## src/sv/nll_pkg.sv

```systemverilog
package nll_pkg;

  // Defaults for the top-level parameters.
  localparam int FRAC_DEF = 14;
  localparam int ITER_DEF = 20;

  // Input component width, fixed by the word format.
  localparam int COMP_W = 16;

  // Rotator datapath width. It covers the widest square root, the prescale and the gain.
  localparam int CW = 60;
  // Angle accumulator width, in 2^-32 turn units, with sign and headroom.
  localparam int AW = 36;
  // Vectors are scaled up by 2^24 before rotation.
  localparam int PRESCALE_SH = 24;

  localparam logic signed [AW-1:0] HALF_TURN = 36'sh0_8000_0000;
  localparam logic signed [AW-1:0] FULL_TURN = 36'sh1_0000_0000;

  // Control that travels with each word.
  typedef struct packed {
    logic valid;
    logic pole;
    logic zpos;
  } ctl_t;

  // State of one rotator lane. When fixed is set, acc already holds the final angle.
  typedef struct packed {
    logic [CW-1:0] x;
    logic [CW-1:0] y;
    logic [AW-1:0] acc;
    logic          fixed;
  } cord_t;

  // Arctangent of 2^-i in 2^-32 turn units.
  function automatic logic [31:0] atan_turn(input logic [4:0] idx);
    logic [31:0] v;
    case (idx)
      5'd0:  v = 32'h20000000;
      5'd1:  v = 32'h12E4051E;
      5'd2:  v = 32'h09FB385B;
      5'd3:  v = 32'h051111D4;
      5'd4:  v = 32'h028B0D43;
      5'd5:  v = 32'h0145D7E1;
      5'd6:  v = 32'h00A2F61E;
      5'd7:  v = 32'h00517C55;
      5'd8:  v = 32'h0028BE53;
      5'd9:  v = 32'h00145F2F;
      5'd10: v = 32'h000A2F98;
      5'd11: v = 32'h000517CC;
      5'd12: v = 32'h00028BE6;
      5'd13: v = 32'h000145F3;
      5'd14: v = 32'h0000A2FA;
      5'd15: v = 32'h0000517D;
      5'd16: v = 32'h000028BE;
      5'd17: v = 32'h0000145F;
      5'd18: v = 32'h00000A30;
      5'd19: v = 32'h00000518;
      5'd20: v = 32'h0000028C;
      5'd21: v = 32'h00000146;
      5'd22: v = 32'h000000A3;
      5'd23: v = 32'h00000051;
      5'd24: v = 32'h00000029;
      5'd25: v = 32'h00000014;
      5'd26: v = 32'h0000000A;
      5'd27: v = 32'h00000005;
      5'd28: v = 32'h00000003;
      5'd29: v = 32'h00000001;
      5'd30: v = 32'h00000001;
      default: v = 32'h00000000;
    endcase
    return v;
  endfunction

endpackage

```

## src/sv/nll_cordic_prep.sv

```systemverilog
module nll_cordic_prep
  import nll_pkg::*;
(
  input  logic                 clk,
  input  logic                 en,
  input  logic signed [CW-1:0] x_in,
  input  logic signed [CW-1:0] y_in,
  output cord_t                d_r
);

  logic signed [CW-1:0] xs;
  logic signed [CW-1:0] ys;
  cord_t                d_nxt;

  // Points on the x axis are settled here; others are scaled and folded into the right half.
  always_comb begin
    xs          = x_in <<< PRESCALE_SH;
    ys          = y_in <<< PRESCALE_SH;
    d_nxt.fixed = (y_in == '0);
    d_nxt.acc   = '0;
    d_nxt.x     = xs;
    d_nxt.y     = ys;
    if (y_in == '0) begin
      d_nxt.acc = (x_in >= 0) ? '0 : HALF_TURN;
    end else if (x_in < 0) begin
      d_nxt.x   = -xs;
      d_nxt.y   = -ys;
      d_nxt.acc = HALF_TURN;
    end
  end

  always_ff @(posedge clk) begin
    if (en) begin
      d_r <= d_nxt;
    end
  end

endmodule

```

## config.mk

```make
export PLATFORM = sky130hd
export DESIGN_NAME = nll_cordic_prep
export DESIGN_NICKNAME = d
export VERILOG_FILES = /design/src/sv/nll_pkg.sv /design/src/sv/nll_cordic_prep.sv
export SDC_FILE = /design/constraint.sdc
export NUM_CORES = 1
export LEC_CHECK = 0
export ABC_AREA = 0
export BUFFER_PORTS_ARGS = -buffer_cell sky130_fd_sc_hd__clkbuf_2
export CELL_PAD_IN_SITES_DETAIL_PLACEMENT = 2
export CELL_PAD_IN_SITES_GLOBAL_PLACEMENT = 2
export CORE_ASPECT_RATIO = 0.9
export CORE_MARGIN = 1
export CORE_UTILIZATION = 27
export CTS_CLUSTER_DIAMETER = 100
export DETAILED_ROUTE_END_ITERATION = 16
export HOLD_SLACK_MARGIN = 0.03
export PLACE_DENSITY = 0.95
export SYNTH_ARGS = -nofsm -noshare
export SYNTH_HDL_FRONTEND = slang
export SYNTH_SLANG_ARGS = --single-unit
```

## constraint.sdc

```tcl
create_clock -name clk -period 9 [get_ports clk]
set_input_delay 1.8 -clock clk [delete_from_list [all_inputs] [get_ports clk]]
set_output_delay 1.8 -clock clk [all_outputs]
set_load 0.005 [all_outputs]
```

* Yosys cells after proc, flatten, opt, wreduce, memory -nomap -nowiden
Index checks and enable logic that the tools add are counted.
** Cells by class
- Reductions and logical operators :: 2
- Add/subtract/negate cells :: 2
- Muxes and demuxes :: 4
- Bitwise gates (word level) :: 1
- Order comparisons :: 2
** Operator list (count)
- 2-to-1 mux 156 bit :: 1
- 2-to-1 mux 120 bit :: 1
- negation 60 bit :: 2
- greater-or-equal comparator 60 x 1 -> 1 bit (second input constant) :: 1
- zero test 60 bit :: 1
- < comparator 60 x 1 -> 1 bit (second input constant) :: 1
- 2-to-1 mux 36 bit :: 1
- 2-to-1 mux 32 bit :: 1
- OR reduction 2 bit :: 1
- inverter 1 bit :: 1
** Word-level totals
- Logic and storage cells :: 17
- Bits of input ports :: 122
- Output and inout port bits :: 157
- Bits in registers :: 157

* Logic depth before layout (Yosys ltp)
- Word-level depth :: 3
- Gate-level depth with buffers :: 10
- Depth with buffers taken out :: 8

* Worst setup path before layout
Ideal clock, no wire load.
- Path kind :: input-to-reg
- Start point :: in y_in[1]
- End point :: reg d_r[74] in the netlist's numbering, data pin
- Buffers on the path :: 2
- Data required time :: 8.740 ns
- Setup time :: 0.260 ns
- Slack :: 4.804 ns
- Data arrival time :: 3.936 ns
- Cell stages on the path :: 10
- Cells stage by stage :: inv_1 > ha_1 > or4b_1 > or4_4 > buf_6 > nand3b_4 > o21ai_4 > buf_4 > nor2_1 > xor2_1
** RTL lines
- start, declared :: RTL line nll_cordic_prep.sv:7 : input logic signed [CW-1:0] y_in,
- end signal, assigned :: RTL line nll_cordic_prep.sv:34 : d_r <= d_nxt;
- end, declared :: RTL line nll_cordic_prep.sv:8 : output cord_t d_r

==> run summary <==
setup ws final - 4.496 ns
VDD IR max - 83.18 µV
Worst Hold Path Cells - 1
crit path max fanout - 25
initial antenna violation count - 0
GRT overflow - 0
global-route wire length before repair - 20070 µm
largest net degree at the start of global routing - 75
synth warn - 0
Async SR Flop Fraction - 0%
Seq/Total Area, Yosys - 49.60%
WP buf/inv - 2
Post-synth top cells - buf_4 (85), edfxtp_1 (74), xnor2_1 (42)
Mean Syn Cell Area - 11.43 µm²
count of final hold-check violations - 0
clock sinks - 74
Clock transition at path regs - 0.06 ns
EDFF count, synth - 74
clk buf depth - 2
CP Capture Type - flop
Top FF cell, synth - edfxtp_1
layout cell share with drive strength beyond 1 - 35.33%
Cell Count, Final, Fillers Out - 776
area growth from synthesis to layout - 23.60%
Largest Register - d_r
vias in the first global route - 3838
Buffers on Ports - 172
Synth area leaders - edfxtp_1 (50%), buf_4 (14%), xnor2_1 (8.2%)
Detail Route Antenna Nets - 0
Ports - 279
vias per cell - 4.532
Critical Path RT - 9.07 ns
Finished Core Util - 34.21%
Critical Path Source Type - primary input
Slew HR - 31.83%
number of flip-flops in the largest register - 74
nets - 688
ordered cell list for the critical path - clkbuf_2 -> inv_1 -> ha_1 -> or4b_1 -> or4_4 -> nand3b_4 -> o21ai_4 -> a21oi_1 -> xor2_1
area share of the largest cell type after synthesis - 49.60%
Multi-input gate area - 0.001838 mm²
Post-CTS Setup Bufs - 0
TNS Setup - 0 ns
DP Wirelength - 10590 µm
Hold Slack - 1.711 ns
count leader, synth - buf_4
Syn Std Cell Area - 0.004481 mm²
Slew Viols, Final - 0
delay of the slowest cell on the worst path - 0.66 ns
crit path kind - in -> reg
Final GP Congestion - 0.8038
die area - 0.01711 mm²
Netlist cell types - 37
DR WL/cell - 17.31 µm
CTS Root Cell - clkbuf_16
row count - 44
Pre-Repair DR Iteration Count - 4
top flop regs - d_r (74)
Die Y - 124.2 µm
Hold Path Class - in -> reg
pre-CTS WS - 4.123 ns
Final min period - 4.504 ns
max-cap violations - 0
leakage power - 2.364 nW
register area - 0.002222 mm²
TritonCTS buffer count - 9
synthesized flop and latch total - 74
CTS tree - built
Fmax achieved - 0.2220 GHz
core area - 0.01619 mm²
WP depth - 9
Filler cells - 1840
routed vias - 3517
Initial Util - 27.68%
placed cells - 760
slowest CP cell - o21ai_4
Syn Inst Count - 392
detailed-route DRC error count - 0
cell taking the most area after synthesis - edfxtp_1
drt first-iter violations - 84
Slew @ Worst Pin - 1.022 ns
status - complete, no violations
n_diodes - 0
post-cts hold buffer count - 0
Final setup viols - 0
crit path DAT - 4.57 ns
RSZ-0062 raised after global routing - no
H-Tree Depth - 3
PostCTS Resize Cnt - 0
delay-heaviest family, CP - simple AND/OR/NAND/NOR gates
power per standard cell area - 178.7 mW/mm²
Total Routing Usage GR - 15.64%
die width - 137.8 µm
fin crit share - 50.04%
Routed WL - 13440 µm
[cells in the final DEF, fill, tap and decap left out, drive strengths merged]
| master | Yosys | layout |
|---|---|---|
| clkbuf | 3 | 180 |
| conb | 1 | 83 |
| edfxtp | 74 | 74 |
| xnor2 | 42 | 42 |
| nor2 | 25 | 25 |
| xor2 | 24 | 24 |
| o21ai | 18 | 18 |
| nor3 | 15 | 15 |
| nand2 | 12 | 12 |
| o31ai | 12 | 12 |
| a21oi | 11 | 11 |
| nor4 | 9 | 9 |
| or4 | 9 | 9 |
| or3 | 8 | 8 |
| o41ai | 8 | 8 |
| inv | 6 | 6 |
| nand3 | 5 | 5 |
| a31oi | 5 | 5 |
| nand2b | 4 | 4 |
| clkinv | 0 | 4 |
| bufinv | 0 | 3 |
| or4b | 2 | 2 |
| ha | 2 | 2 |
| nand3b | 1 | 1 |
| nand4 | 1 | 1 |
| o21a | 1 | 1 |
| mux2 | 1 | 1 |
| a21o | 1 | 1 |
| and3 | 1 | 1 |
| o31a | 1 | 1 |
| buf | 90 | 1 |
[where the power goes]
part	total (W)	leakage, nW	internal [W]	switching (W)
sequential	0.000435	0.724	0.000424	0.0000109
clock	0.000406	0.164	0.000268	0.000138
combinational	0.000149	1.48	0.0000628	0.0000860
total	0.000990	2.36	0.000755	0.000235
[layout make-up]
cell class                 instances  area share [%]
sequential                        74           40.13
multi-input combinational        301           33.19
timing repair buffer             172           15.59
tap                              207           4.677
clock buffer                       9           4.067
clock inverter                     7           1.943
inverter                           6          0.4067
[cells by family (layout without fill, tap and decap cells)]
group | after synthesis | after routing | share of synthesized area (%)
other | 1 | 83 | 0.08370
flip-flops | 74 | 74 | 49.60
buffers and inverters | 99 | 194 | 16.25
multiplexers | 1 | 1 | 0.2513
adder cells (fa/ha/maj) | 2 | 2 | 0.5584
AO/OA/AOI/OAI | 57 | 57 | 9.215
AND/OR/NAND/NOR | 92 | 92 | 11.14
XOR/XNOR | 66 | 66 | 12.90
[worst paths after layout]
| kind | start | to |
|---|---|---|
| hold / removal | x_in[0] | d_r[121]$_DFFE_PP_ |
| setup / recovery | y_in[0] | d_r[134]$_DFFE_PP_ |
[per-stage QoR]
| step | total power, W | area (µm²) |
|---|---|---|
| 6_report | 0.0009896 | 5538 |
| 5_1_grt | 0.001034 | 5538 |
| 4_1_cts | 0.001006 | 5538 |
| 3_5_place_dp | 0.0005925 | 5205 |
| 3_3_place_gp | 0.0005811 | 5205 |
| 2_1_floorplan | 0.0005255 | 4788 |
[metal layers]
layer,part of all wire [%],GRT usage (%)
met1,36,15.63
met2,53,29.65
met3,8.9,4.575
met4,2.8,5.946
met5,0,0
Note: power is estimated with default switching activity, not from simulation.
