## src/sv/nll_pkg.sv

```systemverilog
package nll_pkg;

  // Defaults for the top-level parameters.
  localparam int FRAC_DEF = 14;
  localparam int ITER_DEF = 20;

  // Input component width, fixed by the word format.
  localparam int COMP_W = 16;

  // Rotator datapath width. It covers the widest square root, the prescale and the gain.
  localparam int CW = 60;
  // Angle accumulator width, in 2^-32 turn units, with sign and headroom.
  localparam int AW = 36;
  // Vectors are scaled up by 2^24 before rotation.
  localparam int PRESCALE_SH = 24;

  localparam logic signed [AW-1:0] HALF_TURN = 36'sh0_8000_0000;
  localparam logic signed [AW-1:0] FULL_TURN = 36'sh1_0000_0000;

  // Control that travels with each word.
  typedef struct packed {
    logic valid;
    logic pole;
    logic zpos;
  } ctl_t;

  // State of one rotator lane. When fixed is set, acc already holds the final angle.
  typedef struct packed {
    logic [CW-1:0] x;
    logic [CW-1:0] y;
    logic [AW-1:0] acc;
    logic          fixed;
  } cord_t;

  // Arctangent of 2^-i in 2^-32 turn units.
  function automatic logic [31:0] atan_turn(input logic [4:0] idx);
    logic [31:0] v;
    case (idx)
      5'd0:  v = 32'h20000000;
      5'd1:  v = 32'h12E4051E;
      5'd2:  v = 32'h09FB385B;
      5'd3:  v = 32'h051111D4;
      5'd4:  v = 32'h028B0D43;
      5'd5:  v = 32'h0145D7E1;
      5'd6:  v = 32'h00A2F61E;
      5'd7:  v = 32'h00517C55;
      5'd8:  v = 32'h0028BE53;
      5'd9:  v = 32'h00145F2F;
      5'd10: v = 32'h000A2F98;
      5'd11: v = 32'h000517CC;
      5'd12: v = 32'h00028BE6;
      5'd13: v = 32'h000145F3;
      5'd14: v = 32'h0000A2FA;
      5'd15: v = 32'h0000517D;
      5'd16: v = 32'h000028BE;
      5'd17: v = 32'h0000145F;
      5'd18: v = 32'h00000A30;
      5'd19: v = 32'h00000518;
      5'd20: v = 32'h0000028C;
      5'd21: v = 32'h00000146;
      5'd22: v = 32'h000000A3;
      5'd23: v = 32'h00000051;
      5'd24: v = 32'h00000029;
      5'd25: v = 32'h00000014;
      5'd26: v = 32'h0000000A;
      5'd27: v = 32'h00000005;
      5'd28: v = 32'h00000003;
      5'd29: v = 32'h00000001;
      5'd30: v = 32'h00000001;
      default: v = 32'h00000000;
    endcase
    return v;
  endfunction

endpackage

```

## src/sv/nll_sqrt_step.sv

```systemverilog
module nll_sqrt_step
  import nll_pkg::*;
#(
  parameter int FRAC = FRAC_DEF,
  parameter int K    = 0
) (
  input  logic              clk,
  input  logic              en,
  input  logic [2*FRAC+1:0] n_in,
  input  logic [2*FRAC+1:0] res_in,
  output logic [2*FRAC+1:0] n_r,
  output logic [2*FRAC+1:0] res_r
);

  localparam int NW = 2*FRAC+2;

  logic [NW-1:0] bit_w;
  logic [NW-1:0] trial;
  logic [NW-1:0] n_nxt;
  logic [NW-1:0] res_nxt;

  // One result bit: try res + 4^K against the remainder.
  always_comb begin
    bit_w = NW'(1) << (2*K);
    trial = res_in + bit_w;
    if (n_in >= trial) begin
      n_nxt   = n_in - trial;
      res_nxt = (res_in >> 1) + bit_w;
    end else begin
      n_nxt   = n_in;
      res_nxt = res_in >> 1;
    end
  end

  always_ff @(posedge clk) begin
    if (en) begin
      n_r   <= n_nxt;
      res_r <= res_nxt;
    end
  end

endmodule

```

## config.mk

```make
export PLATFORM = sky130hd
export DESIGN_NAME = nll_sqrt_step
export DESIGN_NICKNAME = d
export VERILOG_FILES = /design/src/sv/nll_pkg.sv /design/src/sv/nll_sqrt_step.sv
export SDC_FILE = /design/constraint.sdc
export NUM_CORES = 1
export LEC_CHECK = 0
export BUFFER_PORTS_ARGS = -buffer_cell sky130_fd_sc_hd__buf_2
export CELL_PAD_IN_SITES_DETAIL_PLACEMENT = 0
export CELL_PAD_IN_SITES_GLOBAL_PLACEMENT = 2
export CORE_MARGIN = 3
export CORE_UTILIZATION = 35
export DETAILED_ROUTE_END_ITERATION = 12
export PLACE_DENSITY_LB_ADDON = 0.1
export SYNTH_ARGS = -nofsm -noshare
export SYNTH_HDL_FRONTEND = slang
export SYNTH_SLANG_ARGS = --single-unit
export TNS_END_PERCENT = 100
```

## constraint.sdc

```tcl
create_clock -name clk -period 10.8 [get_ports clk]
set_input_delay 0.54 -clock clk [delete_from_list [all_inputs] [get_ports clk]]
set_output_delay 0.54 -clock clk [all_outputs]
set_load 0.02 [all_outputs]
```

After elaboration in Yosys (flattened, before gate mapping)

Index checks and enable logic that the tools add are counted.

Multiplexer cells: 2
Order comparisons: 1
Add/sub/neg operators: 3

Operators with widths:

| cell                                                             | count |
|---|---|
| 29-bit by 1-bit adder with 30-bit output (second input constant) | 1 |
| 30-bit by 1-bit adder with 30-bit output (second input constant) | 1 |
| 30-bit >= comparator                                             | 1 |
| 30-bit 2-to-1 mux                                                | 1 |
| 30-bit subtractor                                                | 1 |
| 29-bit 2-to-1 mux                                                | 1 |

Register bits: 60
Logic and storage cells: 9
Bits of input ports: 62

Longest topological paths before layout

Gate-level depths: netlist (run 1).

Word-level depth: 3
Gate-level depth with buffers: 19
Gate-level depth less buffers: 18

Least setup slack after synthesis (run 1)

No wires, ideal clock.

Path kind: input -> register
Start point: input port res_in[4]
End point: register n_r[21], data pin
Required time: 10,539 ps
Slack: 6,948 ps
Path buffers: 1
Arrival: 3,591 ps
Stages: 17
Cells stage by stage: nand4_1 or2_1 inv_1 nand3_1 nor2_1 nand3_1 xor2_1 ha_1 buf_2 a21o_1 a21oi_1 nand2b_1 or4_1 a31oi_1 o21ai_0 xnor2_1 a21oi_1

Cells in the longest elaborated chain, start to end: 3
Elaborated cells on any way between the ends: 4
Classes of those cells: add/sub (2); order compare (1); mux (1)

RTL lines:

| what                                                      | line                                     | source |
|---|---|---|
| from (decl)                                               | nll_sqrt_step.sv:10                      | `input logic [2*FRAC+1:0] res_in,` |
| 30-bit by 1-bit adder with 30-bit output (*)              | nll_sqrt_step.sv:25                      | `trial = res_in + bit_w;` |
| 30-bit subtractor or 30-bit >= comparator (tied branches) | nll_sqrt_step.sv:27, nll_sqrt_step.sv:26 |  |
| 30-bit 2-to-1 mux (*)                                     | nll_sqrt_step.sv:26                      | `if (n_in >= trial) begin` |
| named net n_nxt[21]                                       | nll_sqrt_step.sv:19                      | `logic [NW-1:0] n_nxt;` |
| to (signal assigned)                                      | nll_sqrt_step.sv:37                      | `n_r <= n_nxt;` |
| to (decl)                                                 | nll_sqrt_step.sv:11                      | `output logic [2*FRAC+1:0] n_r,` |

Mark *: on every way through the listed nets, which the timed path passes. The rest lies on a longest branch.
A chain may end at the register's enable or synchronous reset.

Worst setup path after layout (run 1)

Start point: input port res_in[7]
End point: register n_r[29], data pin

Same word-level chain as after synthesis.

==> impl_metrics.json, run 1 <==
{
  "start_kind": "primary input",
  "final-setup-viol-count": 0,
  "powerDensity_nw_per_um2": 135.7,
  "grt_start_max_net_pins": 61,
  "finalHoldViolations": 0,
  "grt_pass1_vias": 4003,
  "cp_max_fo": 37,
  "core_area_um2": 13400,
  "cts-root-buf": "clkbuf_16",
  "post_drt_via_cell_ratio": 5.041,
  "cts_tree": "built",
  "synth-edff-count": 60,
  "clock_path_buffers": 2,
  "async_reset_ff_share_pct": 0,
  "timing.slew.headroom_pct": 36.43,
  "worst_pin_slew_ns": 0.9500,
  "crit_arrival_ns": 5.01,
  "leakage_nw": 2.387,
  "grt_util_all_layers_pct": 18.34,
  "rows": 42,
  "highest_layer": "met4",
  "netlist_top_cells_area": "edfxtp_1 (37%), ha_1 (8.2%), xnor2_1 (7.7%)",
  "synth_flop_cell": "edfxtp_1",
  "route.detailed.drc": 0,
  "rsz0062_at_grt": "false",
  "fin_tns_setup_ns": 0,
  "die_area_um2": 15340,
  "ir_drop_uv": 63.78,
  "postCtsHoldBufs": 0,
  "ios": 122,
  "num-nets-final": 738,
  "ys.warnings.count": 0,
  "synth_seq_cells": 60,
  "ctsHtreeMaxLevel": 3,
  "path_class": "primary input to register",
  "dp_hpwl_um": 11070,
  "end_kind": "register",
  "die_w_um": 123.9,
  "hold_class": "primary input to register",
  "cts_setup_buffers": 0,
  "syn_nets": 623,
  "synth_area_um2": 4862,
  "grt_pass1_wl_um": 21130,
  "area_growth_pct": 20.46,
  "outcome": "finished clean",
  "num_vias": 4154,
  "postCtsResizedCells": 0,
  "synth_top_cell_by_area": "edfxtp_1",
  "drtIter0Drc": 254,
  "dr_wl_met2_um": 6311,
  "diodes": 0,
  "cts_buffers": 9,
  "dp_cells": 808,
  "fp.dieH_um": 123.9,
  "max_freq_ghz": 0.2026,
  "ys_types": 47,
  "overflow": 0,
  "total_power_mw": 0.7950,
  "syn_avg_cell_area_um2": 9.209,
  "min_from": "n_in[13]",
  "wl_per_cell_um": 16.88,
  "gp_congestion": 0.8593,
  "drv_cap": 0,
  "post-route-period-util_pct": 45.70,
  "wl_um": 13910,
  "clkTransAtPathRegs_ns": 0.06,
  "post-route-util_pct": 43.71,
  "clock_sinks": 60,
  "antenna_found_initial": 0,
  "synth_common_cells": "nor2_1 (66), a21oi_1 (61), edfxtp_1 (60)",
  "yosysSeqAreaShare_pct": 37.06,
  "port_buffers": 121,
  "synth_cells": 528,
  "fin_crit_ns": 4.935,
  "n_fill_cell": 1377,
  "final_cells": 824,
  "holdPathEnd": "n_r[13]",
  "start_util_pct": 36.28,
  "slew_viol_final": 0,
  "ant_nets": 0,
  "routedLengthMet1_um": 6689,
  "drt-pass1-iter-count": 5,
  "drive_gt1_share_pct": 24.23,
  "synth_top_area_share_pct": 37.06,
  "hold_depth": 2,
  "cp.required_ns": 10.87,
  "yosysMostFrequentCell": "nor2_1",
  "wl_met3_um": 645
}
## layer usage
metal | vias up | track usage [%]
met3 | 17 | 2.634
met4 | 0 | 6.920
met1 | 1892 | 25.56
met2 | 107 | 28.83
met5 | - | 0
li1 | 2138 | -
## sequential cells by signal, indices dropped and copies added, names as in the netlist
register	cells
n_r	30
res_r	30
## kinds of logic after synthesis
group	count (synthesis)	share of synthesized area, %
compound gates	116	14.67
fa+ha+maj	33	8.646
xor+xnor	82	14.77
buf+inv	35	3.448
simple gates	195	19.79
flops	60	37.06
mux	7	1.621
## per-stage QoR
stage	cell area, µm²	hold WS (ns)	worst slack (ns)
2_1_floorplan	4862	0.6525	6.948
3_3_place_gp	5595	0.8679	5.610
3_5_place_dp	5595	0.8728	5.525
4_1_cts	5857	0.5217	5.865
5_1_grt	5857	0.5441	5.527
6_report	5857	0.5371	5.865
## worst max-delay path, stage by stage
cell	delay (ns)
buf_2	0.15
nand4_1	0.15
or2_1	0.28
inv_1	0.06
nand3_1	0.19
nor2_1	0.47
and2_1	0.25
nand3_1	0.10
xor2_1	0.18
ha_1	0.47
nand4_1	0.18
o21ai_0	0.24
a21oi_2	0.09
o21ai_4	0.76
buf_4	0.49
mux2_2	0.38
## worst max path at each step
stage	from	endpoint	slack [ns]	cells past startpoint
after floorplan	res_in[4]	n_r[21]	6.95	17
after global placement	res_in[4]	n_r[29]	5.61	16
after detailed placement	res_in[7]	n_r[29]	5.53	16
after CTS	res_in[4]	n_r[29]	5.87	16
after global routing	res_in[4]	n_r[29]	5.53	17
final	res_in[7]	n_r[29]	5.86	16
## final cells by class
| cell class | instances | area [µm²] | share of cell area [%] |
|---|---|---|---|
| Multi-Input combinational cell | 433 | 2893 | 49.39 |
| Sequential cell | 60 | 1802 | 30.76 |
| Timing Repair Buffer | 123 | 620.6 | 10.60 |
| Clock buffer | 11 | 232.7 | 3.974 |
| Tap cell | 176 | 220.2 | 3.760 |
| Inverter | 16 | 60.06 | 1.025 |
| Clock inverter | 5 | 28.78 | 0.4913 |
## cells in the final DEF (no fill, tap or decap), types with 13 or more instances in the layout
master	synthesis	routed
buf_2	11	121
nand4_1	21	21
inv_1	16	16
ha_1	32	32
xnor2_1	43	43
o21ai_0	13	13
nand3_1	19	19
xor2_1	39	39
edfxtp_1	60	60
a21oi_1	61	61
nor2_1	66	66
nand2_1	49	49
## power by group
part	switching (mW)	total, mW	internal (mW)
sequential	0.00600	0.297	0.291
combinational	0.156	0.247	0.0910
clock	0.0981	0.251	0.153
(Power assumes the default switching activity.)
==> run 2: changes to the inputs <==
CORE_UTILIZATION = 33   (was 35)
clock period = 4.94 ns   (was 10.8 ns; I/O delays follow)
==> run 2 against run 1 <==
Net effect:
- hold slack got worse by 0.30 ns
- critical path type unchanged
- wire length rose by 3.0%
- sequential share of layout area fell by 0.18 points
- critical endpoint is now n_r[13]
- global-route usage fell by 0.85 points
- power rose by 120%
==> impl_metrics.json, run 2 (synthesis gave the netlist of run 1 again) <==
{
  "post_drt_via_cell_ratio": 5.065,
  "p_comb_share_pct": 31.2,
  "path_class": "primary input to register",
  "final_cell_mix": "buf_2 (121), nor2_1 (66), a21oi_1 (61)",
  "crit_arrival_ns": 4.32,
  "ant_nets": 0,
  "sw_frac_of_total_pct": 33.20,
  "top_regs": "n_r (30), res_r (30)",
  "p_seq_share_pct": 37.0,
  "outcome": "finished clean",
  "drive_gt1_share_pct": 24.38,
  "leakage_nw": 2.399,
  "post-route-period-util_pct": 85.82,
  "end_kind": "register",
  "wl_per_cell_um": 17.31,
  "worst_pin_slew_ns": 0.7954,
  "final_cells": 828,
  "dp_slack_ns": 0.3761,
  "area_growth_pct": 21.15,
  "final-setup-viol-count": 0,
  "powerDensity_nw_per_um2": 297.6,
  "grt_pass1_vias": 4096,
  "power.internal_mw": 1.171,
  "cts_setup_buffers": 0,
  "diodes": 0,
  "drt-pass1-iter-count": 5,
  "crit_end": "n_r[13]",
  "hold_class": "primary input to register",
  "grt_pass1_wl_um": 22180,
  "postPlaceCellArea_um2": 5633,
  "start_kind": "primary input",
  "clkTransAtPathRegs_ns": 0.06,
  "fin_crit_ns": 4.240,
  "drtIter0Drc": 208,
  "ctsHtreeMaxLevel": 3,
  "clock_sinks": 60,
  "fp.dieH_um": 127.4,
  "gp_congestion": 0.8355,
  "rsz0062_at_grt": "false",
  "overflow": 0,
  "grt_start_max_net_pins": 61,
  "num_vias": 4194,
  "max_freq_ghz": 0.2359,
  "cp_max_fo": 40,
  "dp_cells": 813,
  "die_w_um": 127.4,
  "use_met3_pct": 3.846,
  "ir_drop_uv": 145.2,
  "postCtsResizedCells": 0,
  "crit_start": "res_in[4]",
  "postCtsHoldBufs": 0,
  "grtUsageMet2_pct": 28.03,
  "grt_util_all_layers_pct": 17.49,
  "final_common_cell": "buf_2",
  "finalHoldViolations": 0,
  "cts_tree": "built",
  "slew_viol_final": 0,
  "rows": 43,
  "port_buffers": 121,
  "cp.required_ns": 5.02,
  "busiest_layer": "met2",
  "cts_buffers": 9,
  "drv_cap": 0,
  "timing.slew.headroom_pct": 46.98,
  "wl_um": 14340,
  "antenna_found_initial": 0,
  "die_area_um2": 16230,
  "n_fill_cell": 1458,
  "fin_ws_ns": 0.7004,
  "grt_util_met1_pct": 24.53,
  "dp_hpwl_um": 11490,
  "core_area_um2": 14150,
  "power_frac_clock_pct": 31.8,
  "num-nets-final": 739,
  "start_util_pct": 34.36,
  "design_area_um2": 5891,
  "p_sw_mw": 0.5821,
  "cts-root-buf": "clkbuf_16",
  "route.detailed.drc": 0,
  "clock_path_buffers": 2,
  "fin_tns_setup_ns": 0,
  "ios": 122
}
[run 2: final cells by class]
cell class | count | area (µm²) | area share (%)
multi-input combinational | 433 | 2893 | 49.11
sequential | 60 | 1802 | 30.59
timing repair buffer | 124 | 653.1 | 11.09
clock inverter | 6 | 32.53 | 0.5523
tap | 180 | 225.2 | 3.823
clock buffer | 9 | 225.2 | 3.823
inverter | 16 | 60.06 | 1.020
[run 2: worst min-delay path by stage]
stage / to / cells past startpoint / from
after floorplan: n_r[0] / 0 / en
after global routing: n_r[8] / 2 / n_in[8]
after CTS: n_r[9] / 2 / n_in[9]
after detailed placement: n_r[9] / 2 / n_in[9]
after global placement: n_r[8] / 2 / n_in[8]
final: n_r[9] / 2 / n_in[9]
[run 2: power by group through the flow]
stage / combinational (mW) / clock [mW] / sequential (mW)
5_1_grt: 0.600 / 0.602 / 0.654
4_1_cts: 0.553 / 0.578 / 0.650
3_3_place_gp: 0.553 / 0 / 0.658
6_report: 0.547 / 0.557 / 0.649
3_5_place_dp: 0.550 / 0 / 0.660
2_1_floorplan: 0.288 / 0 / 0.738
[run 2: critical path, cell delays in order]
cell     delay (ns)
buf_2          0.14
nand4_1        0.15
or2_1          0.28
inv_1          0.06
nand3_1        0.19
nor2_1         0.55
and2_1         0.26
nand3_1        0.10
xor2_1         0.20
ha_1           0.50
nand4_1        0.13
nor4_1         0.41
nand2_1        0.10
o211a_1        0.16
o21ai_4        0.20
buf_12         0.26
mux2_2         0.35
[run 2: per-layer routing]
metal / vias to the layer above / share of wire (%)
met1: 1948 / 47
met4: 0 / 0.27
met2: 104 / 47
met5: - / 0
met3: 2 / 6.0
li1: 2140 / -
[run 2: per-stage QoR]
step	hold slack, ns	utilization (%)	power, mW
global placement	0.5794	39.81	1.211
floorplan	0.3595	-	1.026
detailed placement	0.5846	39.81	1.210
global route	0.2399	41.63	1.857
CTS	0.2302	41.63	1.781
finish	0.2414	41.63	1.753
