`config.mk`:
```
export PLATFORM = sky130hd
export DESIGN_NAME = nll_code
export DESIGN_NICKNAME = d
export VERILOG_FILES = /design/src/sv/nll_pkg.sv /design/src/sv/nll_code.sv
export SDC_FILE = /design/constraint.sdc
export NUM_CORES = 1
export LEC_CHECK = 0
export ABC_CLOCK_PERIOD_IN_PS = 6100
export BUFFER_PORTS_ARGS = -buffer_cell sky130_fd_sc_hd__buf_4
export CORE_AREA = 5 5 126 128
export CTS_CLUSTER_SIZE = 40
export DETAILED_ROUTE_END_ITERATION = 12
export DIE_AREA = 0 0 131 133
export GPL_ROUTABILITY_DRIVEN = 1
export PLACE_DENSITY_LB_ADDON = 0.12
export SYNTH_ARGS = -nofsm -noshare
export SYNTH_HDL_FRONTEND = slang
export SYNTH_SLANG_ARGS = --single-unit
```
`constraint.sdc`:
```
create_clock -name clk -period 6.1 [get_ports clk]
set_input_delay 0 -clock clk [delete_from_list [all_inputs] [get_ports clk]]
set_output_delay 0 -clock clk [all_outputs]
set_load 0.02 [all_outputs]
```
`src/sv/nll_pkg.sv`:
```
package nll_pkg;

  // Defaults for the top-level parameters.
  localparam int FRAC_DEF = 14;
  localparam int ITER_DEF = 20;

  // Input component width, fixed by the word format.
  localparam int COMP_W = 16;

  // Rotator datapath width. It covers the widest square root, the prescale and the gain.
  localparam int CW = 60;
  // Angle accumulator width, in 2^-32 turn units, with sign and headroom.
  localparam int AW = 36;
  // Vectors are scaled up by 2^24 before rotation.
  localparam int PRESCALE_SH = 24;

  localparam logic signed [AW-1:0] HALF_TURN = 36'sh0_8000_0000;
  localparam logic signed [AW-1:0] FULL_TURN = 36'sh1_0000_0000;

  // Control that travels with each word.
  typedef struct packed {
    logic valid;
    logic pole;
    logic zpos;
  } ctl_t;

  // State of one rotator lane. When fixed is set, acc already holds the final angle.
  typedef struct packed {
    logic [CW-1:0] x;
    logic [CW-1:0] y;
    logic [AW-1:0] acc;
    logic          fixed;
  } cord_t;

  // Arctangent of 2^-i in 2^-32 turn units.
  function automatic logic [31:0] atan_turn(input logic [4:0] idx);
    logic [31:0] v;
    case (idx)
      5'd0:  v = 32'h20000000;
      5'd1:  v = 32'h12E4051E;
      5'd2:  v = 32'h09FB385B;
      5'd3:  v = 32'h051111D4;
      5'd4:  v = 32'h028B0D43;
      5'd5:  v = 32'h0145D7E1;
      5'd6:  v = 32'h00A2F61E;
      5'd7:  v = 32'h00517C55;
      5'd8:  v = 32'h0028BE53;
      5'd9:  v = 32'h00145F2F;
      5'd10: v = 32'h000A2F98;
      5'd11: v = 32'h000517CC;
      5'd12: v = 32'h00028BE6;
      5'd13: v = 32'h000145F3;
      5'd14: v = 32'h0000A2FA;
      5'd15: v = 32'h0000517D;
      5'd16: v = 32'h000028BE;
      5'd17: v = 32'h0000145F;
      5'd18: v = 32'h00000A30;
      5'd19: v = 32'h00000518;
      5'd20: v = 32'h0000028C;
      5'd21: v = 32'h00000146;
      5'd22: v = 32'h000000A3;
      5'd23: v = 32'h00000051;
      5'd24: v = 32'h00000029;
      5'd25: v = 32'h00000014;
      5'd26: v = 32'h0000000A;
      5'd27: v = 32'h00000005;
      5'd28: v = 32'h00000003;
      5'd29: v = 32'h00000001;
      5'd30: v = 32'h00000001;
      default: v = 32'h00000000;
    endcase
    return v;
  endfunction

endpackage

```
`src/sv/nll_code.sv`:
```
module nll_code
  import nll_pkg::*;
(
  input  logic       clk,
  input  logic       rst_n,
  input  logic       en,
  input  ctl_t       ctl_in,
  input  cord_t      lon_in,
  input  cord_t      lat_in,
  output logic       valid_r,
  output logic [7:0] lon_r,
  output logic [7:0] lat_r
);

  // Wrap an angle into one turn, scale by 255 and keep the low byte, truncating toward zero.
  function automatic logic [7:0] to_code(input logic signed [AW-1:0] a_in);
    logic signed [AW-1:0] a;
    logic [AW-1:0]        mag;
    logic [AW+7:0]        prod;
    logic [7:0]           c;
    a = a_in;
    if (a > HALF_TURN) begin
      a = a - FULL_TURN;
    end else if (a <= -HALF_TURN) begin
      a = a + FULL_TURN;
    end
    mag  = (a < 0) ? AW'(-a) : AW'(a);
    prod = {mag, 8'b0} - (AW+8)'(mag);
    c    = prod[39:32];
    if (a < 0) begin
      c = -c;
    end
    return c;
  endfunction

  logic [7:0] lon_nxt;
  logic [7:0] lat_nxt;

  // A vector along z gives a fixed code.
  always_comb begin
    if (ctl_in.pole) begin
      lon_nxt = ctl_in.zpos ? 8'd0 : 8'd128;
      lat_nxt = 8'd0;
    end else begin
      lon_nxt = to_code($signed(lon_in.acc));
      lat_nxt = to_code($signed(lat_in.acc));
    end
  end

  always_ff @(posedge clk) begin
    if (!rst_n) begin
      valid_r <= 1'b0;
    end else if (en) begin
      valid_r <= ctl_in.valid;
    end
  end

  always_ff @(posedge clk) begin
    if (en) begin
      lon_r <= lon_nxt;
      lat_r <= lat_nxt;
    end
  end

endmodule
```
=== Word level (Yosys, flattened, before mapping) ===
Cells that the tools add are included.

* Register bits after elaboration: 17
* Input port bits: 320
* Output and inout port bits: 17

* Add/sub/neg operators: 10
* $lt $le $gt $ge: 6
* Multiplexer cells: 12

{| class="wikitable"
|+ Operators by type and width
! cell !! number
|-
| $mux 36 || 8
|-
| $sub 40x36->40 || 2
|-
| $add 36x34->36 const B || 2
|-
| $gt 36x33->1 const B || 2
|-
| $le 36x32->1 const B || 2
|-
| $lt 36x1->1 const B || 2
|-
| $neg 36->36 || 2
|-
| $sub 36x34->36 const B || 2
|-
| $mux 8 || 4
|-
| $neg 8->8 || 2
|}

=== Longest topological paths before layout ===
Gate-level depths: netlist (run 1).

* Depth after elaboration: 10
* Depth in mapped cells: 28
* Depth with buffers taken out: 25

=== Worst setup path before layout (run 1) ===
OpenSTA, ideal clock, no wires.

* Path kind: in2reg
* Start: input port lon_in[1] in the netlist's numbering
* End: register lon_r[7], data pin
* Data arrival time: 5.274 ns
* Slack: 0.559 ns
* Cell stages on the path: 26
* Path through: inv_1 -> ha_1 -> or3b_1 -> nor4_2 -> nand4_1 -> o211ai_2 -> and2_1 -> buf_4 -> buf_2 -> buf_1 -> nor2_1 -> xor2_1 -> inv_1 -> ha_1 -> a211o_1 -> a2111oi_0 -> nor2_1 -> a21oi_1 -> a21o_1 -> nand3_1 -> mux2_2 -> a311oi_2 -> a21oi_2 -> nand4b_1 -> nor4b_1 -> a211oi_1

* Longest elaborated chain between the ends: 10
* Elaborated cells on any way between the ends: 14
* Classes of those cells: 5 x add/sub; 3 x order compare; 6 x mux

{| class="wikitable"
|+ Ends and longest elaborated chain
! element !! RTL line !! RTL
|-
| start: declaration || nll_code.sv:8 || <nowiki>input cord_t lon_in,</nowiki>
|-
| $add 36x34->36 or $le 36x32->1 (tied branches) || nll_code.sv:25, nll_code.sv:24 ||
|-
| $mux 36 || nll_code.sv:24 || <nowiki>end else if (a <= -HALF_TURN) begin</nowiki>
|-
| $mux 36 * || nll_code.sv:22 || <nowiki>if (a > HALF_TURN) begin</nowiki>
|-
| $mux 36 * || nll_code.sv:41 || <nowiki>if (ctl_in.pole) begin</nowiki>
|-
| $neg 36->36 or $lt 36x1->1 (tied branches) || nll_code.sv:27, nll_code.sv:30 ||
|-
| $mux 36 || nll_code.sv:27 || <nowiki>mag = (a < 0) ? AW'(-a) : AW'(a);</nowiki>
|-
| $sub 40x36->40 || nll_code.sv:28 || <nowiki>prod = {mag, 8'b0} - (AW+8)'(mag);</nowiki>
|-
| $neg 8->8 || nll_code.sv:31 || <nowiki>c = -c;</nowiki>
|-
| $mux 8 * || nll_code.sv:30 || <nowiki>if (a < 0) begin</nowiki>
|-
| $mux 8 * || nll_code.sv:41 ||
|-
| named net lon_nxt[7] || nll_code.sv:36 || <nowiki>logic [7:0] lon_nxt;</nowiki>
|-
| end signal: assignment || nll_code.sv:60 || <nowiki>lon_r <= lon_nxt;</nowiki>
|-
| end: declaration || nll_code.sv:11 || <nowiki>output logic [7:0] lon_r,</nowiki>
|}

The timed path passes the listed nets; every way through them passes the cells marked *. The select of a mux whose other input is x is not followed.
A chain may end at the register's enable or synchronous reset.

=== Worst setup path after layout (run 1) ===
Same ends and word-level chain as after synthesis.

==> metrics.txt, run 1 <==
outcome=finished, final reports clean; DIE HEIGHT=133 um; CP arrival=5.49 ns; fmax=182 MHz; antenna violations before repair=0; Critical Path Start Type=primary input; Core Area=14,800 um^2; pre-CTS setup slack=0.330 ns; Psw=0.620 mW; DR iter-0 viols=249; row count=45; worst reg2reg setup slack=5.52 ns; Synth cell types=87; worst r2r dst=valid_r; largest net degree at the start of global routing=24; RSZ-0062 raised after global routing=false; mapped cell area=5740 um^2; worst-margin pin slew=0.606 ns; CP max FO=19; vias in the first global route=6,261; kind of critical path=primary input to flip-flop; Yosys Warn Count=0; IO buf count=94; Slew Limit Fails=0; Finished Cell Area=6900 um^2; Post-DP HPWL=14.7 mm; slowest CP cell=or3b_1; Num Clock Sinks=17; part of the power in registers=12.8%; Seq/Total Area, Yosys=8.71%; Final nets=1,281; min-delay worst type=primary input to flip-flop; hold path start=ctl_in[2]; Crit. End Element=flip-flop; Fin. Hold Viols=0; syn_area_per_cell=7.33 um^2; Hold Slack=0.0211 ns; endpoints failing setup=0; via count=6,155; H-tree levels=1; TNS Setup=0 ns; Worst slew margin=58.5%; CTS buffer count=3; layout cells sized above 1=18.7%; Tcrit/Tclk final=90.3%; global route overflow=0; TritonCTS clock tree=yes; Cell Area, Placed=6810 um^2; antenna cells=0; max_cap viols=0; Mapped Cells=784; Post-DRT Antenna Nets=0; Clock transition at path regs=0.05 ns; post-CTS resize count=0; vias per inst=5.70; die width=131 um; Residual DRC=0; Routed WL=17.0 mm; Initial Utilization=38.9%; # Post-CTS Setup Buffers=0; flops & latches, synth=17; Clk network pwr share=10.0%; clk_lat worst skew=0.25 ns; Reg2Reg Launch Point=valid_r; Switching Fraction=47.4%; most frequent CP cell=buf_4; FF-to-FF path depth=2; PnR worst setup slack=0.595 ns; Post-synth top flop=edfxtp_1; clk buf depth=2; Area Growth Syn to Fin=20.2%; first-pass GRT wire length=28.1 mm; Root Buffer=clkbuf_16; worst vdd ir=0.124 mV; WL/cell=15.8 um; Hold Crit Endpoint=valid_r; Comb power frac=77.2%; cts hold-fix bufs=1; P_int=0.687 mW; WP data required=6.08 ns; fin crit period=5.51 ns; die area=17,400 um^2; Ports=337; pwr dens=189 nW/um^2; GR Util All Layers=18.9%; async set-reset flop share out of synthesis=0%; Hold Crit Depth=3; DRT Pass-1 Iters=4; Leak=2.99 nW; placer congestion estimate=0.897; EDFF count, synth=16; crit-path max cell delay=0.46 ns; Clock Skews=0 ns; Syn Nets=1,173
power groups by stage:
stage	sequential, mW	combinational (mW)	clock (mW)
3_5_place_dp	0.171	1.00	0
6_report	0.168	1.01	0.130
3_3_place_gp	0.170	0.979	0
4_1_cts	0.168	1.01	0.133
2_1_floorplan	0.201	0.669	0
5_1_grt	0.170	1.13	0.137
layout make-up:
class,instances,area (um^2)
Fill cell,1507,7850
Multi-Input combinational cell,683,4910
Timing Repair Buffer,122,931
Sequential cell,17,500
Inverter,65,244
Tap cell,188,235
Clock buffer,3,75.1
Clock inverter,1,5.00
metal layers:
| metal | GRT usage (%) | wire [um] | up-vias |
|---|---|---|---|
| met4 | 5.09 | 431 | 0 |
| met2 | 35.8 | 8980 | 153 |
| met3 | 1.17 | 579 | 34 |
| met5 | 0 | 0 | - |
| li1 | - | - | 3111 |
| met1 | 22.5 | 7060 | 2857 |
layout by cell type (no fill, tap or decap), drive strengths merged, types with 12 or more instances in the layout:
master / count
or2: 14
xnor2: 54
a21oi: 61
nand2: 53
xor2: 38
nor3: 19
a31oi: 12
nand3: 31
buf: 121
nand4: 12
a21o: 22
inv: 65
o21ai: 39
ha: 69
nor2b: 12
edfxtp: 16
nor2: 78
flip-flops by register name (all words and copies together), names as in the netlist:
signal and count:
lat_r 8, lon_r 8, valid_r 1
worst max path at each step:
| stage | to | slack [ns] | start |
|---|---|---|---|
| floorplan | lon_r[7] | 0.56 | lon_in[1] |
| global placement | lon_r[7] | 0.37 | lon_in[1] |
| detailed placement | lat_r[7] | 0.33 | lat_in[16] |
| CTS | lon_r[7] | 0.55 | lon_in[1] |
| global route | lon_r[7] | 0.005 | lon_in[1] |
| finish | lon_r[7] | 0.59 | lon_in[1] |
logic make-up (layout without fill, tap and decap cells):
logic type / Yosys count / count (layout) / share of synthesized area (%)
multiplexers: 6 / 6 / 1.09
XOR/XNOR: 92 / 92 / 14.2
buffers and inverters: 84 / 191 / 5.75
flip-flops: 17 / 17 / 8.71
AND/OR/NAND/NOR: 296 / 296 / 28.1
adder cells (fa/ha/maj): 69 / 69 / 15.0
AO/OA/AOI/OAI: 220 / 220 / 27.2
critical path: cells and delay by family:
kind,cells,cell delay (ns)
fa+ha+maj,2,0.45
compound gates,8,1.65
mux,1,0.31
buf+inv,6,0.92
simple gates,9,1.92
xor+xnor,1,0.24
Yosys cell counts, drive strengths merged, types with 12 or more instances:
library cell	n	area (um^2)
nand4	12	81.3
xor2	38	333
a31oi	12	75.1
nor2b	12	75.1
xnor2	54	480
nand3	31	155
nand2	53	199
inv	65	244
or2	14	87.6
edfxtp	16	480
nor3	19	111
a21o	22	165
o21ai	39	195
nor2	78	293
ha	69	863
a21oi	61	309
per-stage QoR:
stage / power (mW) / std cells / util, %
2_1_floorplan: 0.870 / 784 / -
3_3_place_gp: 1.15 / 1074 / 46.2
3_5_place_dp: 1.17 / 1074 / 46.2
4_1_cts: 1.31 / 1079 / 46.8
5_1_grt: 1.43 / 1079 / 46.8
6_report: 1.31 / 1079 / 46.8
Note: power is estimated with default switching activity, not from simulation.
==> inputs of run 2 (changes only) <==
ABC_AREA = 1   (was not set)
CORE_AREA = not set   (was 5 5 126 128)
CORE_MARGIN = 5   (was not set)
CORE_UTILIZATION = 45   (was not set)
DIE_AREA = not set   (was 0 0 131 133)
==> run 2 against run 1 <==
Effect of this change: sequential power shrank 3%; sequential share of layout area shrank 0.73 points; first-iteration DRC count grew to 2.6 times the previous value; cell area grew 11%; power grew 12%; largest cell class unchanged; largest power group unchanged.
==> metrics.txt, run 2 <==
Slew Limit Fails=0 (unchanged); syn_area_per_cell=5.62 um^2 (-23%); Power Total=1.46 mW (+12%); Num Clock Sinks=17 (unchanged); Cell Area, Placed=7600 um^2 (+12%); Post-DRT Antenna Nets=0 (unchanged); EDFF count, synth=16 (unchanged); vias per inst=5.34 (-6.3%); DR iter-0 viols=635 (+160%); area share of the largest cell type after synthesis=15.0% (about the same); most frequent CP cell=nand2_1; Worst Path Buf+Inv=4 (-2); CTS buffer count=3 (unchanged); RSZ-0062 raised after global routing=false; Core Area=14,600 um^2 (-1.1%); GRT met1 Usage=36.3% (+14 points); WL/cell=14.0 um (-11%); max_cap viols=0 (unchanged); async set-reset flop share out of synthesis=0% (unchanged); TritonCTS clock tree=yes; TNS Setup=0 ns (unchanged); CP arrival=5.12 ns (-0.37 ns); Crit. End Element=flip-flop; Post-synth top cells=268 x nand2_1, 186 x inv_1, 182 x nor2_1; largest registers=lat_r: 8 flops, lon_r: 8 flops, valid_r: 1 flops; die width=132 um (+0.74%); DIE HEIGHT=132 um (-0.78%); busiest grt layer=met1; layout cells sized above 1=11.8% (-6.9 points); clk buf depth=2 (unchanged); highest-count cells in the layout ignoring fill and taps=268 x nand2_1, 186 x inv_1, 182 x nor2_1; Mapped Cells=1,191 (+52%); area leader, netlist=nand2_1; Worst slew margin=55.8% (-2.8 points); fin util=52.6% (+5.8 points); first-pass GRT wire length=33.7 mm (+20%); Root Buffer=clkbuf_16; Clock Skews=0 ns (unchanged); endpoints failing setup=0 (unchanged); part of the power in registers=11.1% (-1.7 points); antenna violations before repair=0 (unchanged); Routed WL=20.6 mm (+21%); Clock transition at path regs=0.05 ns (about the same); min-delay worst type=primary input to flip-flop; Post-synth top flop=edfxtp_1; worst-margin pin slew=0.654 ns (+0.0480 ns); placer congestion estimate=0.953 (+6.2%); antenna cells=0 (unchanged); fmax=195 MHz (+7.5%); cell family contributing the most delay on the critical path=simple AND/OR/NAND/NOR gates; Area Growth Syn to Fin=14.7%; Finished Cell Area=7680 um^2 (+11%); Ports=337 (unchanged); Post-DP HPWL=18.2 mm (+24%); clk_lat worst skew=0.24 ns (about the same); slowest CP cell=nor4b_1; Synth cell types=54 (-38%); Leak=3.92 nW (+31%); post-CTS resize count=0 (unchanged); GR Util All Layers=22.4% (+3.5 points); main area contributors after synthesis=nand2_1 15%, ha_1 13%, inv_1 10%, nor2_1 10%, xor2_1 8.2%; PnR worst setup slack=0.979 ns (+0.384 ns); number of fill cells=1,552 (+3.0%); M3 GR Usage=1.34% (+0.17 points); # Post-CTS Setup Buffers=0 (unchanged); vias in the first global route=6,941 (+11%); Initial Utilization=45.9% (+6.9 points); row count=44 (-2.2%); Clk network pwr share=8.8% (-1.2 points); pre-CTS setup slack=0.860 ns (+0.530 ns); crit-path max cell delay=0.57 ns (+0.11 ns); largest net degree at the start of global routing=37 (+54%); Yosys Warn Count=0 (unchanged); Switching Fraction=55.2% (+7.8 points); CP max FO=36 (+17); leading cell type in the layout, fill and taps excluded=nand2_1; DRT Pass-1 Iters=5 (+1); outcome=finished, final reports clean; Fin. Hold Viols=0 (unchanged); global route overflow=0 (unchanged); met2 global-route usage=33.1% (-2.7 points); kind of critical path=primary input to flip-flop; pwr dens=191 nW/um^2 (+0.77%); Comb power frac=80.1% (+2.9 points); WP data required=6.10 ns (+0.02 ns); H-tree levels=1 (unchanged); most common cell in the synthesized netlist=nand2_1; area of the multi-input gates=5420 um^2 (+10%); die area=17,400 um^2 (about the same); Residual DRC=0 (unchanged); flops & latches, synth=17 (unchanged); Final nets=1,674 (+31%); Psw=0.809 mW (+30%); Seq/Total Area, Yosys=7.48% (-1.2 points); IO buf count=94 (unchanged); Tcrit/Tclk final=84.0% (-6.3 points); via count=7,844 (+27%); Syn Nets=1,580 (+35%); cts hold-fix bufs=0 (-1); P_int=0.656 mW (-4.5%); fin crit period=5.12 ns (-0.384 ns); worst reg2reg setup slack=5.48 ns (-0.04 ns); mapped cell area=6690 um^2 (+17%); worst vdd ir=0.0884 mV (-28%); Critical Path Start Type=primary input; register area=500 um^2 (unchanged)
[run 2: changes by cell type in the layout (fill, tap and decap cells not counted), sizes merged, moves of 28 or more]
cell	previous run	this run
nand2	53	291
xnor2	54	5
nand3	31	91
a21oi	61	89
nor2	78	194
inv	65	189
[run 2: area by class of cell]
type / count / share of cell area, %
sequential: 17 / 6.52
timing repair buffer: 98 / 9.58
tap: 184 / 3.00
inverter: 189 / 9.24
clock buffer: 4 / 1.03
multi-input combinational: 976 / 70.6
[run 2: tightest hold or removal path: stages]
cell and delay (ns):
buf_4 0.11, inv_1 0.04, a21oi_1 0.05
[run 2: metal layers]
metal  vias to the layer above  routed length [um]  share of wire (%)
met2                       276                8340                 40
li1                       4089                   -                  -
met1                      3461               10500                 51
met3                        18                1560                7.5
met5                         -                   0                  0
met4                         0                 191               0.93
[run 2: through the flow]
step | hold WS, ns | cells
after floorplan | 0.0935 | 1191
after global placement | 0.259 | 1464
after detailed placement | 0.264 | 1464
after CTS | 0.00697 | 1468
after global routing | 0.00756 | 1468
final | 0.00551 | 1468
[run 2: power groups by stage]
stage / Combinational (mW) / Clock (mW) / Sequential (mW)
after floorplan: 0.802 / 0 / 0.194
after global placement: 1.14 / 0 / 0.166
final: 1.17 / 0.128 / 0.163
after global routing: 1.32 / 0.136 / 0.166
after CTS: 1.16 / 0.131 / 0.164
after detailed placement: 1.15 / 0 / 0.166
[run 2: worst paths after layout]
check	start	endpoint	cells past startpoint
setup / recovery	lat_in[1]	lat_r[7]	32
hold / removal	ctl_in[2]	valid_r	3
setup reg to reg	valid_r	valid_r	2
hold reg to reg	valid_r	valid_r	2
[run 2: logic make-up (layout without fill, tap and decap cells)]
logic type                 Yosys count  after routing  synth area share (%)
AOI/OAI and AO/OA                  182            182                  15.5
and+or+nand+nor                    656            656                  43.5
adders and majority gates           69             69                  12.9
xor gates and xnor gates            69             69                  9.14
buffers and inverters              198            291                  11.5
DFF                                 17             17                  7.48
